$ cat config.mk
export PLATFORM = sky130hd
export DESIGN_NAME = sorted_priority_queue_unit_flat
export DESIGN_NICKNAME = d
export VERILOG_FILES = /design/src/hw/rtl/spq_pkg.sv /design/src/hw/rtl/spq_if.sv /design/src/hw/rtl/sorted_priority_queue_unit.sv /design/src/hw/rtl/spq_ctrl.sv /design/src/hw/rtl/spq_dp.sv /design/src/flat_wrapper.sv
export SDC_FILE = /design/constraint.sdc
export NUM_CORES = 2
export LEC_CHECK = 0
export ABC_CLOCK_PERIOD_IN_PS = 8450
export BUFFER_PORTS_ARGS = -buffer_cell sky130_fd_sc_hd__buf_2
export CORE_ASPECT_RATIO = 0.6
export CORE_MARGIN = 2
export CORE_UTILIZATION = 30
export DETAILED_ROUTE_END_ITERATION = 7
export PLACE_DENSITY = 0.46
export SYNTH_ARGS = -nofsm -noshare
export SYNTH_HDL_FRONTEND = slang
export SYNTH_SLANG_ARGS = --single-unit
$ cat constraint.sdc
create_clock -name i_clk -period 8.45 [get_ports i_clk]
set_input_delay 0.845 -clock i_clk [delete_from_list [all_inputs] [get_ports i_clk]]
set_output_delay 0.845 -clock i_clk [all_outputs]
set_load 0.05 [all_outputs]
$ cat src/hw/rtl/spq_pkg.sv
// Shared constants, codes and types for the sorted priority queue.
`default_nettype none
package spq_pkg;

    localparam int CAPACITY    = 16;
    localparam int FILL_W      = $clog2(CAPACITY + 1);
    localparam int IDX_W       = $clog2(CAPACITY);
    localparam int DATA_W      = 32;
    localparam int COUNT_W     = 5;
    localparam int COUNT_EXT_W = FILL_W + COUNT_W;

    typedef enum logic {
        KIND_INSERT = 1'b0,
        KIND_REMOVE = 1'b1
    } t_kind;

    typedef enum logic [1:0] {
        ST_DONE  = 2'd0,
        ST_EMPTY = 2'd1,
        ST_FULL  = 2'd2
    } t_status;

    // controller -> datapath
    typedef struct packed {
        logic load;   // capture the incoming word
        logic exec;   // apply the captured word and load the output register
    } t_cmd;

    // datapath -> controller
    typedef struct packed {
        logic out_blocked;  // output register holds a word that is not taken this cycle
    } t_stat;

endpackage
`default_nettype wire

$ cat src/hw/rtl/spq_if.sv
// Handshake channels for operation words and result words.
`default_nettype none
interface spq_in_if;
    logic                              valid;
    logic                              ready;
    spq_pkg::t_kind                    kind;
    logic signed [spq_pkg::DATA_W-1:0] value;

    modport source (output valid, output kind, output value, input ready);
    modport sink   (input valid, input kind, input value, output ready);
endinterface

interface spq_out_if;
    logic                               valid;
    logic                               ready;
    spq_pkg::t_status                   status;
    logic signed [spq_pkg::DATA_W-1:0]  removed_value;
    logic        [spq_pkg::COUNT_W-1:0] count;

    modport source (output valid, output status, output removed_value, output count,
                    input ready);
    modport sink   (input valid, input status, input removed_value, input count,
                    output ready);
endinterface
`default_nettype wire

$ cat src/hw/rtl/sorted_priority_queue_unit.sv
// Top level of the sorted priority queue: controller plus datapath.
//
//  channel  dir  word contents                     handshake
//  i_in     in   kind, value                       valid / ready
//  o_out    out  status, removed_value, count      valid / ready
//
// An operation word is captured in the accept step and applied in the execute
// step, so the queue takes no new word until the last one has been applied.
// Inserts compare and shift all cells in one step.
// The execute step waits while the output register holds an untaken result.
// Reset empties the queue (fill count zero) and drops any pending result.
`default_nettype none
module sorted_priority_queue_unit (
    input  wire logic i_clk,
    input  wire logic i_rst_n,
    spq_in_if.sink    i_in,
    spq_out_if.source o_out
);

    spq_pkg::t_cmd  w_cmd;
    spq_pkg::t_stat w_stat;
    logic           w_in_ready;

    assign i_in.ready = w_in_ready;

    spq_ctrl u_ctrl (
        .i_clk      (i_clk),
        .i_rst_n    (i_rst_n),
        .i_in_valid (i_in.valid),
        .o_in_ready (w_in_ready),
        .i_stat     (w_stat),
        .o_cmd      (w_cmd)
    );

    spq_dp u_dp (
        .i_clk           (i_clk),
        .i_rst_n         (i_rst_n),
        .i_kind          (i_in.kind),
        .i_value         (i_in.value),
        .i_cmd           (w_cmd),
        .o_stat          (w_stat),
        .o_out_valid     (o_out.valid),
        .i_out_ready     (o_out.ready),
        .o_status        (o_out.status),
        .o_removed_value (o_out.removed_value),
        .o_count         (o_out.count)
    );

endmodule
`default_nettype wire

$ cat src/hw/rtl/spq_ctrl.sv
// Controller: accept / execute sequencing for the sorted priority queue.
`default_nettype none
module spq_ctrl (
    input  wire logic           i_clk,
    input  wire logic           i_rst_n,
    input  wire logic           i_in_valid,
    output logic                o_in_ready,
    input  wire spq_pkg::t_stat i_stat,
    output spq_pkg::t_cmd       o_cmd
);

    typedef enum logic [1:0] {
        S_IDLE = 2'b01,
        S_EXEC = 2'b10
    } t_state;

    t_state r_state, n_state;

    always_comb begin
        n_state    = r_state;
        o_in_ready = 1'b0;
        o_cmd      = '0;
        case (r_state)
            S_IDLE: begin
                // no word is taken while reset is held
                o_in_ready = i_rst_n;
                if (i_in_valid && i_rst_n) begin
                    o_cmd.load = 1'b1;
                    n_state    = S_EXEC;
                end
            end
            S_EXEC: begin
                if (!i_stat.out_blocked) begin
                    o_cmd.exec = 1'b1;
                    n_state    = S_IDLE;
                end
            end
            default: begin
                n_state = S_IDLE;
            end
        endcase
    end

    always_ff @(posedge i_clk) begin
        if (!i_rst_n) begin
            r_state <= S_IDLE;
        end else begin
            r_state <= n_state;
        end
    end

endmodule
`default_nettype wire

$ cat src/hw/rtl/spq_dp.sv
// Datapath: sorted cell row, fill count and output register.
`default_nettype none
module spq_dp (
    input  wire logic                              i_clk,
    input  wire logic                              i_rst_n,
    input  wire spq_pkg::t_kind                    i_kind,
    input  wire logic signed [spq_pkg::DATA_W-1:0] i_value,
    input  wire spq_pkg::t_cmd                     i_cmd,
    output spq_pkg::t_stat                         o_stat,
    output logic                                   o_out_valid,
    input  wire logic                              i_out_ready,
    output spq_pkg::t_status                       o_status,
    output logic signed [spq_pkg::DATA_W-1:0]      o_removed_value,
    output logic        [spq_pkg::COUNT_W-1:0]     o_count
);

    // cells hold values in descending order, cell 0 the largest
    logic signed [spq_pkg::DATA_W-1:0]      r_cell [spq_pkg::CAPACITY];
    logic signed [spq_pkg::DATA_W-1:0]      n_cell [spq_pkg::CAPACITY];
    logic        [spq_pkg::CAPACITY-1:0]    w_keep;
    logic        [spq_pkg::FILL_W-1:0]      r_fill, n_fill;
    logic        [spq_pkg::FILL_W-1:0]      w_last;
    logic        [spq_pkg::COUNT_EXT_W-1:0] w_fill_ext;

    spq_pkg::t_kind                    r_kind;
    logic signed [spq_pkg::DATA_W-1:0] r_value;

    logic                                   r_out_valid;
    spq_pkg::t_status                       r_status, n_status;
    logic signed [spq_pkg::DATA_W-1:0]      r_removed, n_removed;
    logic        [spq_pkg::COUNT_W-1:0]     r_count;
    logic                                   w_full, w_empty, w_ins_write;

    assign w_full  = (r_fill == spq_pkg::FILL_W'(spq_pkg::CAPACITY));
    assign w_empty = (r_fill == '0);
    assign w_last  = r_fill - 1'b1;

    // a cell keeps its value when it is occupied and not below the new value;
    // equal values stay ahead of the new one
    always_comb begin
        for (int i = 0; i < spq_pkg::CAPACITY; i++) begin
            w_keep[i] = (spq_pkg::FILL_W'(i) < r_fill) && (r_cell[i] >= r_value);
        end
    end

    // every cell past the insert point takes its upper neighbor
    always_comb begin
        n_cell[0] = w_keep[0] ? r_cell[0] : r_value;
        for (int i = 1; i < spq_pkg::CAPACITY; i++) begin
            if (w_keep[i]) begin
                n_cell[i] = r_cell[i];
            end else if (w_keep[i-1]) begin
                n_cell[i] = r_value;
            end else begin
                n_cell[i] = r_cell[i-1];
            end
        end
    end

    always_comb begin
        n_fill      = r_fill;
        n_status    = spq_pkg::ST_DONE;
        n_removed   = '0;
        w_ins_write = 1'b0;
        case (r_kind)
            spq_pkg::KIND_INSERT: begin
                if (w_full) begin
                    n_status = spq_pkg::ST_FULL;
                end else begin
                    w_ins_write = 1'b1;
                    n_fill      = r_fill + 1'b1;
                end
            end
            spq_pkg::KIND_REMOVE: begin
                if (w_empty) begin
                    n_status = spq_pkg::ST_EMPTY;
                end else begin
                    n_fill    = w_last;
                    n_removed = r_cell[w_last[spq_pkg::IDX_W-1:0]];
                end
            end
            default: begin
                n_status = spq_pkg::ST_DONE;
            end
        endcase
    end

    assign w_fill_ext = spq_pkg::COUNT_EXT_W'(n_fill);

    always_ff @(posedge i_clk) begin
        if (i_cmd.load) begin
            r_kind  <= i_kind;
            r_value <= i_value;
        end
        if (i_cmd.exec) begin
            r_status  <= n_status;
            r_removed <= n_removed;
            r_count   <= w_fill_ext[spq_pkg::COUNT_W-1:0];
        end
        if (i_cmd.exec && w_ins_write) begin
            for (int i = 0; i < spq_pkg::CAPACITY; i++) begin
                r_cell[i] <= n_cell[i];
            end
        end
    end

    always_ff @(posedge i_clk) begin
        if (!i_rst_n) begin
            r_fill      <= '0;
            r_out_valid <= 1'b0;
        end else begin
            if (i_cmd.exec) begin
                r_fill      <= n_fill;
                r_out_valid <= 1'b1;
            end else if (i_out_ready) begin
                r_out_valid <= 1'b0;
            end
        end
    end

    assign o_stat.out_blocked = r_out_valid && !i_out_ready;
    assign o_out_valid        = r_out_valid;
    assign o_status           = r_status;
    assign o_removed_value    = r_removed;
    assign o_count            = r_count;

endmodule
`default_nettype wire

$ cat src/flat_wrapper.sv
// flat-port wrapper written by rule: the top's interface ports become plain ports
module sorted_priority_queue_unit_flat 
  (i_clk, i_rst_n, i_in_valid, i_in_kind, i_in_value, i_in_ready, o_out_valid, o_out_status, o_out_removed_value, o_out_count, o_out_ready);
  spq_in_if i_in_i ();
  spq_out_if o_out_i ();
  input  wire logic i_clk;
  input  wire logic i_rst_n;
  input wire logic [$bits(i_in_i.valid)-1:0] i_in_valid;
  input wire logic [$bits(i_in_i.kind)-1:0] i_in_kind;
  input wire logic [$bits(i_in_i.value)-1:0] i_in_value;
  output wire logic [$bits(i_in_i.ready)-1:0] i_in_ready;
  output wire logic [$bits(o_out_i.valid)-1:0] o_out_valid;
  output wire logic [$bits(o_out_i.status)-1:0] o_out_status;
  output wire logic [$bits(o_out_i.removed_value)-1:0] o_out_removed_value;
  output wire logic [$bits(o_out_i.count)-1:0] o_out_count;
  input wire logic [$bits(o_out_i.ready)-1:0] o_out_ready;
  assign i_in_i.valid = i_in_valid;
  assign i_in_i.kind = i_in_kind;
  assign i_in_i.value = i_in_value;
  assign i_in_ready = i_in_i.ready;
  assign o_out_valid = o_out_i.valid;
  assign o_out_status = o_out_i.status;
  assign o_out_removed_value = o_out_i.removed_value;
  assign o_out_count = o_out_i.count;
  assign o_out_i.ready = o_out_ready;
  sorted_priority_queue_unit u_core (.i_clk(i_clk), .i_rst_n(i_rst_n), .i_in(i_in_i), .o_out(o_out_i));
endmodule
# After elaboration in Yosys (flattened, before gate mapping)
# Memory sizes are Yosys's and may differ from the RTL's. A register that Yosys moved wholly into a read port is not among the register bits.
# Cells that the tools add are included.
[word_totals] ff_bits=48 mem_bits_rw=512 input_bits=37 out_inout_bits=41 word_cells=123 n_memories=1
[mem_list] name="u_core.u_dp.r_cell" depth=16 word_bits=32 rd=17 rd_clocked_by_memory_dff=1 write_ports=16 line="spq_dp.sv:18" text="logic signed [spq_pkg::DATA_W-1:0] r_cell [spq_pkg::CAPACITY];"
[classes] add_sub_neg=2 order_cmp=32 eq_ne=5 n_mux=51 bitwise_logic=1 reduce_logical=24
[ops] op="32-bit 2-to-1 mux" count=31
[ops] op="32-bit >= comparator" count=16
[ops] op="4-bit by 5-bit < comparator with 1-bit output (first input constant)" count=8
[ops] op="3-bit by 5-bit < comparator with 1-bit output (first input constant)" count=4
[ops] op="1-bit logical AND" count=19
[ops] op="1-bit 2-to-1 mux" count=12
[ops] op="1-bit by 5-bit < comparator with 1-bit output (first input constant)" count=2
[ops] op="2-bit by 5-bit < comparator with 1-bit output (first input constant)" count=2
[ops] op="5-bit 2-to-1 mux" count=2
[ops] op="5-bit one-hot mux with 2 select lines" count=1
[ops] op="2-bit one-hot mux with 2 select lines" count=2
[ops] op="2-bit 2-to-1 mux" count=3
[ops] op="5-bit by 1-bit adder with 5-bit output (second input constant)" count=1
[ops] op="5-bit == test (second input constant)" count=1
[ops] op="5-bit logical NOT" count=1
[ops] op="5-bit by 1-bit subtractor with 5-bit output (second input constant)" count=1
[ops] op="2-bit inequality test (second input constant)" count=2
[ops] op="2-bit by 1-bit == test with 1-bit output (second input constant)" count=1
[ops] op="2-bit == test (second input constant)" count=1
[ops] op="2-bit AND reduction" count=1
[ops] op="2-bit nonzero test" count=1
[ops] op="2-bit OR reduction" count=1
[ops] op="1-bit logical NOT" count=1
[ops] op="1-bit inverter" count=1

# Longest topological paths before layout
[depth] depth_word=7 mapped_depth=11 depth_no_buf=9

# By module
# Synthesis repeated with hierarchy kept, for this count alone.
[hier_totals] cells_unflattened=3247 area_unflattened_um2=41563.6
[by_module_without_submodules] mod="spq_dp" instances=1 cells_per_inst=3238 area_each_um2=41477.3
[by_module_without_submodules] mod="spq_ctrl" instances=1 cells_per_inst=9 area_each_um2=86.3

# Least setup slack after synthesis
# OpenSTA, ideal clock, no wires.
[synth_path] kind="reg-to-reg" startpoint="register, netlist name u_core.u_dp.r_value[25]" endpoint="memory u_core.u_dp.r_cell[3][0] in the netlist's numbering (enable)" t_arrival_ns=4.204 required_time_ns=8.018 path_slack_ns=3.814 stages_incl_launch_ff=11 path_cell_list="edfxtp_1 > inv_1 > ha_1 > a21o_1 > a221o_1 > a221oi_1 > o21a_1 > buf_2 > o41ai_4 > mux2_2 > a21oi_1"
[synth_lines] item="end, declared" line="spq_dp.sv:18"

==> out/metrics.yaml <==
synth-edff-count: 584
vias: 37400
initial_core_util_pct: 30.1
viasPerCell: 5.98
end_kind: "flop"
grt_remaining_overflow: 0
layout_setup_ws_ps: 3370
total_power_mw: 7.55
finish.utilization_pct: 33.7
finalHoldViolCount: 0
cp.arrival_ps: 5410
routedWlPerCell_um: 27.5
cellLeakagePower_nw: 18.1
die_h_um: 307
grt_max_degree: 99
path_clk_slew_ps: 70
cts_tree: "yes"
core.rowCount: 111
netlist_area_mm2: 0.0459
drt_drc_violations_left: 0
dpl_worst_slack_ps: 3400
postCtsHoldBufs: 0
async_flop_share_pct: 0
whs_ps: 331
drt-total-wl_um: 172000
clock_latency_ps: 690
synthCells: 4234
slew_violations: 0
drtPass1Iterations: 6
tightest_slew_ps: 1120
place_congestion: 0.906
drive_above_1_share_pct: 19.7
antenna_found_initial: 2
hp-class: "in -> reg"
design_area_mm2: 0.0513
cts_max_level: 3
setup_tns_ps: 0
coreArea_mm2: 0.152
maxCapViolCount: 0
fin_skew_ps: 23.9
cts_root_buf: "clkbuf_16"
yosysWarnings: 0
syn_avg_cell_area_um2: 10.8
crit_type: "reg -> reg"
port-buffer-count: 77
yosysSeqAreaShare_pct: 38.6
cp_max_fo: 23
cp.required_ps: 8780
ys_ff_latch: 592
grt_pass1_vias: 34500
layout-area-overhead-vs-synth_pct: 11.7
startpoint_type: "flop"
fmax_mhz: 197
syn-num-nets: 4786
ir_drop_v: 0.000149
synth_cell_types: 73
cts_buffers: 72
placedCellCount: 6113
rsz0062_at_grt: "false"
dieArea_mm2: 0.156
die_w_um: 509
cts_resized: 0
outcome: "completed"
drt_iter0_markers: 4265
final_cells: 6246
period_share_pct: 60.1
min_period_ps: 5080
cts_setup_buffers: 0
grtUsageTotal_pct: 21.6
cts_buffer_depth: 3
setup_viol: 0
nets: 4705
grt_pass1_wl_um: 250000
slew_headroom_pct: 25.1
place_area_mm2: 0.0488
ant_nets: 0
synth_ff_type: "edfxtp_1"
cts.sinks: 592
ios: 78
hpwl_um: 125000
p_per_area_mw_per_mm2: 147
Yosys cell counts (6+ instances only):
cell type | n | area (um^2)
a2111oi_0 | 13 | 114
a211oi_1 | 28 | 210
a21o_1 | 30 | 225
a21oi_1 | 237 | 1190
a31o_2 | 32 | 280
a31oi_1 | 9 | 56.3
a41oi_1 | 6 | 52.6
and2_1 | 7 | 43.8
and4_1 | 9 | 78.8
buf_1 | 18 | 67.6
buf_2 | 27 | 135
clkbuf_1 | 332 | 1250
dfxtp_1 | 8 | 160
edfxtp_1 | 584 | 17500
ha_1 | 515 | 6440
inv_1 | 68 | 255
mux2_1 | 64 | 721
mux2_2 | 198 | 2230
mux2i_1 | 99 | 991
mux4_2 | 128 | 2880
nand2_1 | 319 | 1200
nand2b_1 | 108 | 676
nand3_1 | 218 | 1090
nand4_1 | 264 | 1650
nor2_1 | 98 | 368
nor2b_1 | 8 | 50.1
nor3_1 | 34 | 170
nor4_1 | 11 | 68.8
o211ai_1 | 12 | 90.1
o21a_1 | 9 | 67.6
o21ai_0 | 172 | 861
o21ai_1 | 74 | 370
o221a_2 | 65 | 732
o221ai_1 | 32 | 280
o22a_1 | 32 | 280
o22ai_1 | 69 | 432
o311a_1 | 96 | 961
o31ai_1 | 11 | 82.6
or2_2 | 6 | 37.5
or3_1 | 7 | 43.8
or4_1 | 98 | 736
layer usage:
metal  GRT usage, %  wire length [um]  up-vias
met5              0                 0        -
met4           3.74              2500        0
met3           4.90             15000      141
met2           27.6             64400     1427
met1           35.6             90000    19000
li1               -                 -    16900
sequential cells by signal, indices dropped and copies added, names as in the netlist:
signal,cells
u_core.u_dp.r_fill,5
u_core.u_dp.o_out_valid,1
u_core.u_dp.r_value,32
u_core.u_ctrl.r_state,2
u_core.u_dp.r_kind,1
u_core.u_dp.o_count,5
u_core.u_dp.o_status,2
u_core.u_dp.o_removed_value,32
u_core.u_dp.r_cell,512
worst paths after layout:
path / slack, ps / endpoint / cells past startpoint / start
setup / recovery: 3370 / u_core.u_dp.r_cell[13][3]$_DFFE_PP_ / 12 / u_core.u_dp.r_value[9]$_DFFE_PP_
hold / removal: 330 / u_core.u_dp.r_value[3]$_DFFE_PP_ / 1 / i_in_value[3]
setup reg to reg: 3370 / u_core.u_dp.r_cell[13][3]$_DFFE_PP_ / 12 / u_core.u_dp.r_value[9]$_DFFE_PP_
hold reg to reg: 530 / u_core.u_dp.o_out_valid$_SDFFE_PN0P_ / 2 / u_core.u_ctrl.r_state[1]$_SDFFE_PN0P_
layout by cell type, fill, tap and decap left out, types with 97 or more instances in the layout:
master and instances:
mux2_2 198, nand4_1 264, mux4_2 128, a21oi_1 232, nand2b_1 107, o21ai_0 172, edfxtp_1 584, nand3_1 218
buf_4 151, ha_1 508, or4_1 97, nand2_1 317
power by group:
part           leakage [nW]  internal [mW]  switching (mW)  total, mW
logic                  11.6          0.261           0.590      0.851
clock network          1.19           1.98            1.44       3.42
registers              5.36           3.24          0.0343       3.27
total                  18.1           5.48            2.06       7.55
logic make-up (layout without fill, tap and decap cells):
| logic type | Yosys count | after routing | synth area share, % |
|---|---|---|---|
| buf+inv | 455 | 432 | 3.87 |
| mux | 489 | 489 | 14.9 |
| flops | 592 | 592 | 38.6 |
| compound gates | 977 | 977 | 14.8 |
| xor+xnor | 3 | 3 | 0.0573 |
| fa+ha+maj | 515 | 515 | 14.0 |
| simple gates | 1203 | 1203 | 13.8 |
| other cells | 0 | 1 | 0 |
worst max-delay path: stages, from the launching register on:
cell	delay (ps)
edfxtp_1	1030
inv_1	90
buf_4	290
ha_1	360
a21oi_1	150
o21ai_1	100
a2111oi_0	430
a211oi_1	220
o311ai_1	430
a31oi_4	380
buf_4	370
nor2_4	370
buf_4	440
area by class of cell:
| type | count | area [um^2] |
|---|---|---|
| flip-flops and latches | 592 | 17700 |
| well taps | 2034 | 2540 |
| diodes | 1 | 2.50 |
| clock inverters | 34 | 412 |
| fillers | 15200 | 101000 |
| inverters | 72 | 270 |
| clock buffers | 98 | 2060 |
| multi-input cells | 3187 | 26800 |
| repair buffers | 228 | 1520 |
No activity file was read; power rests on OpenSTA's default activity.
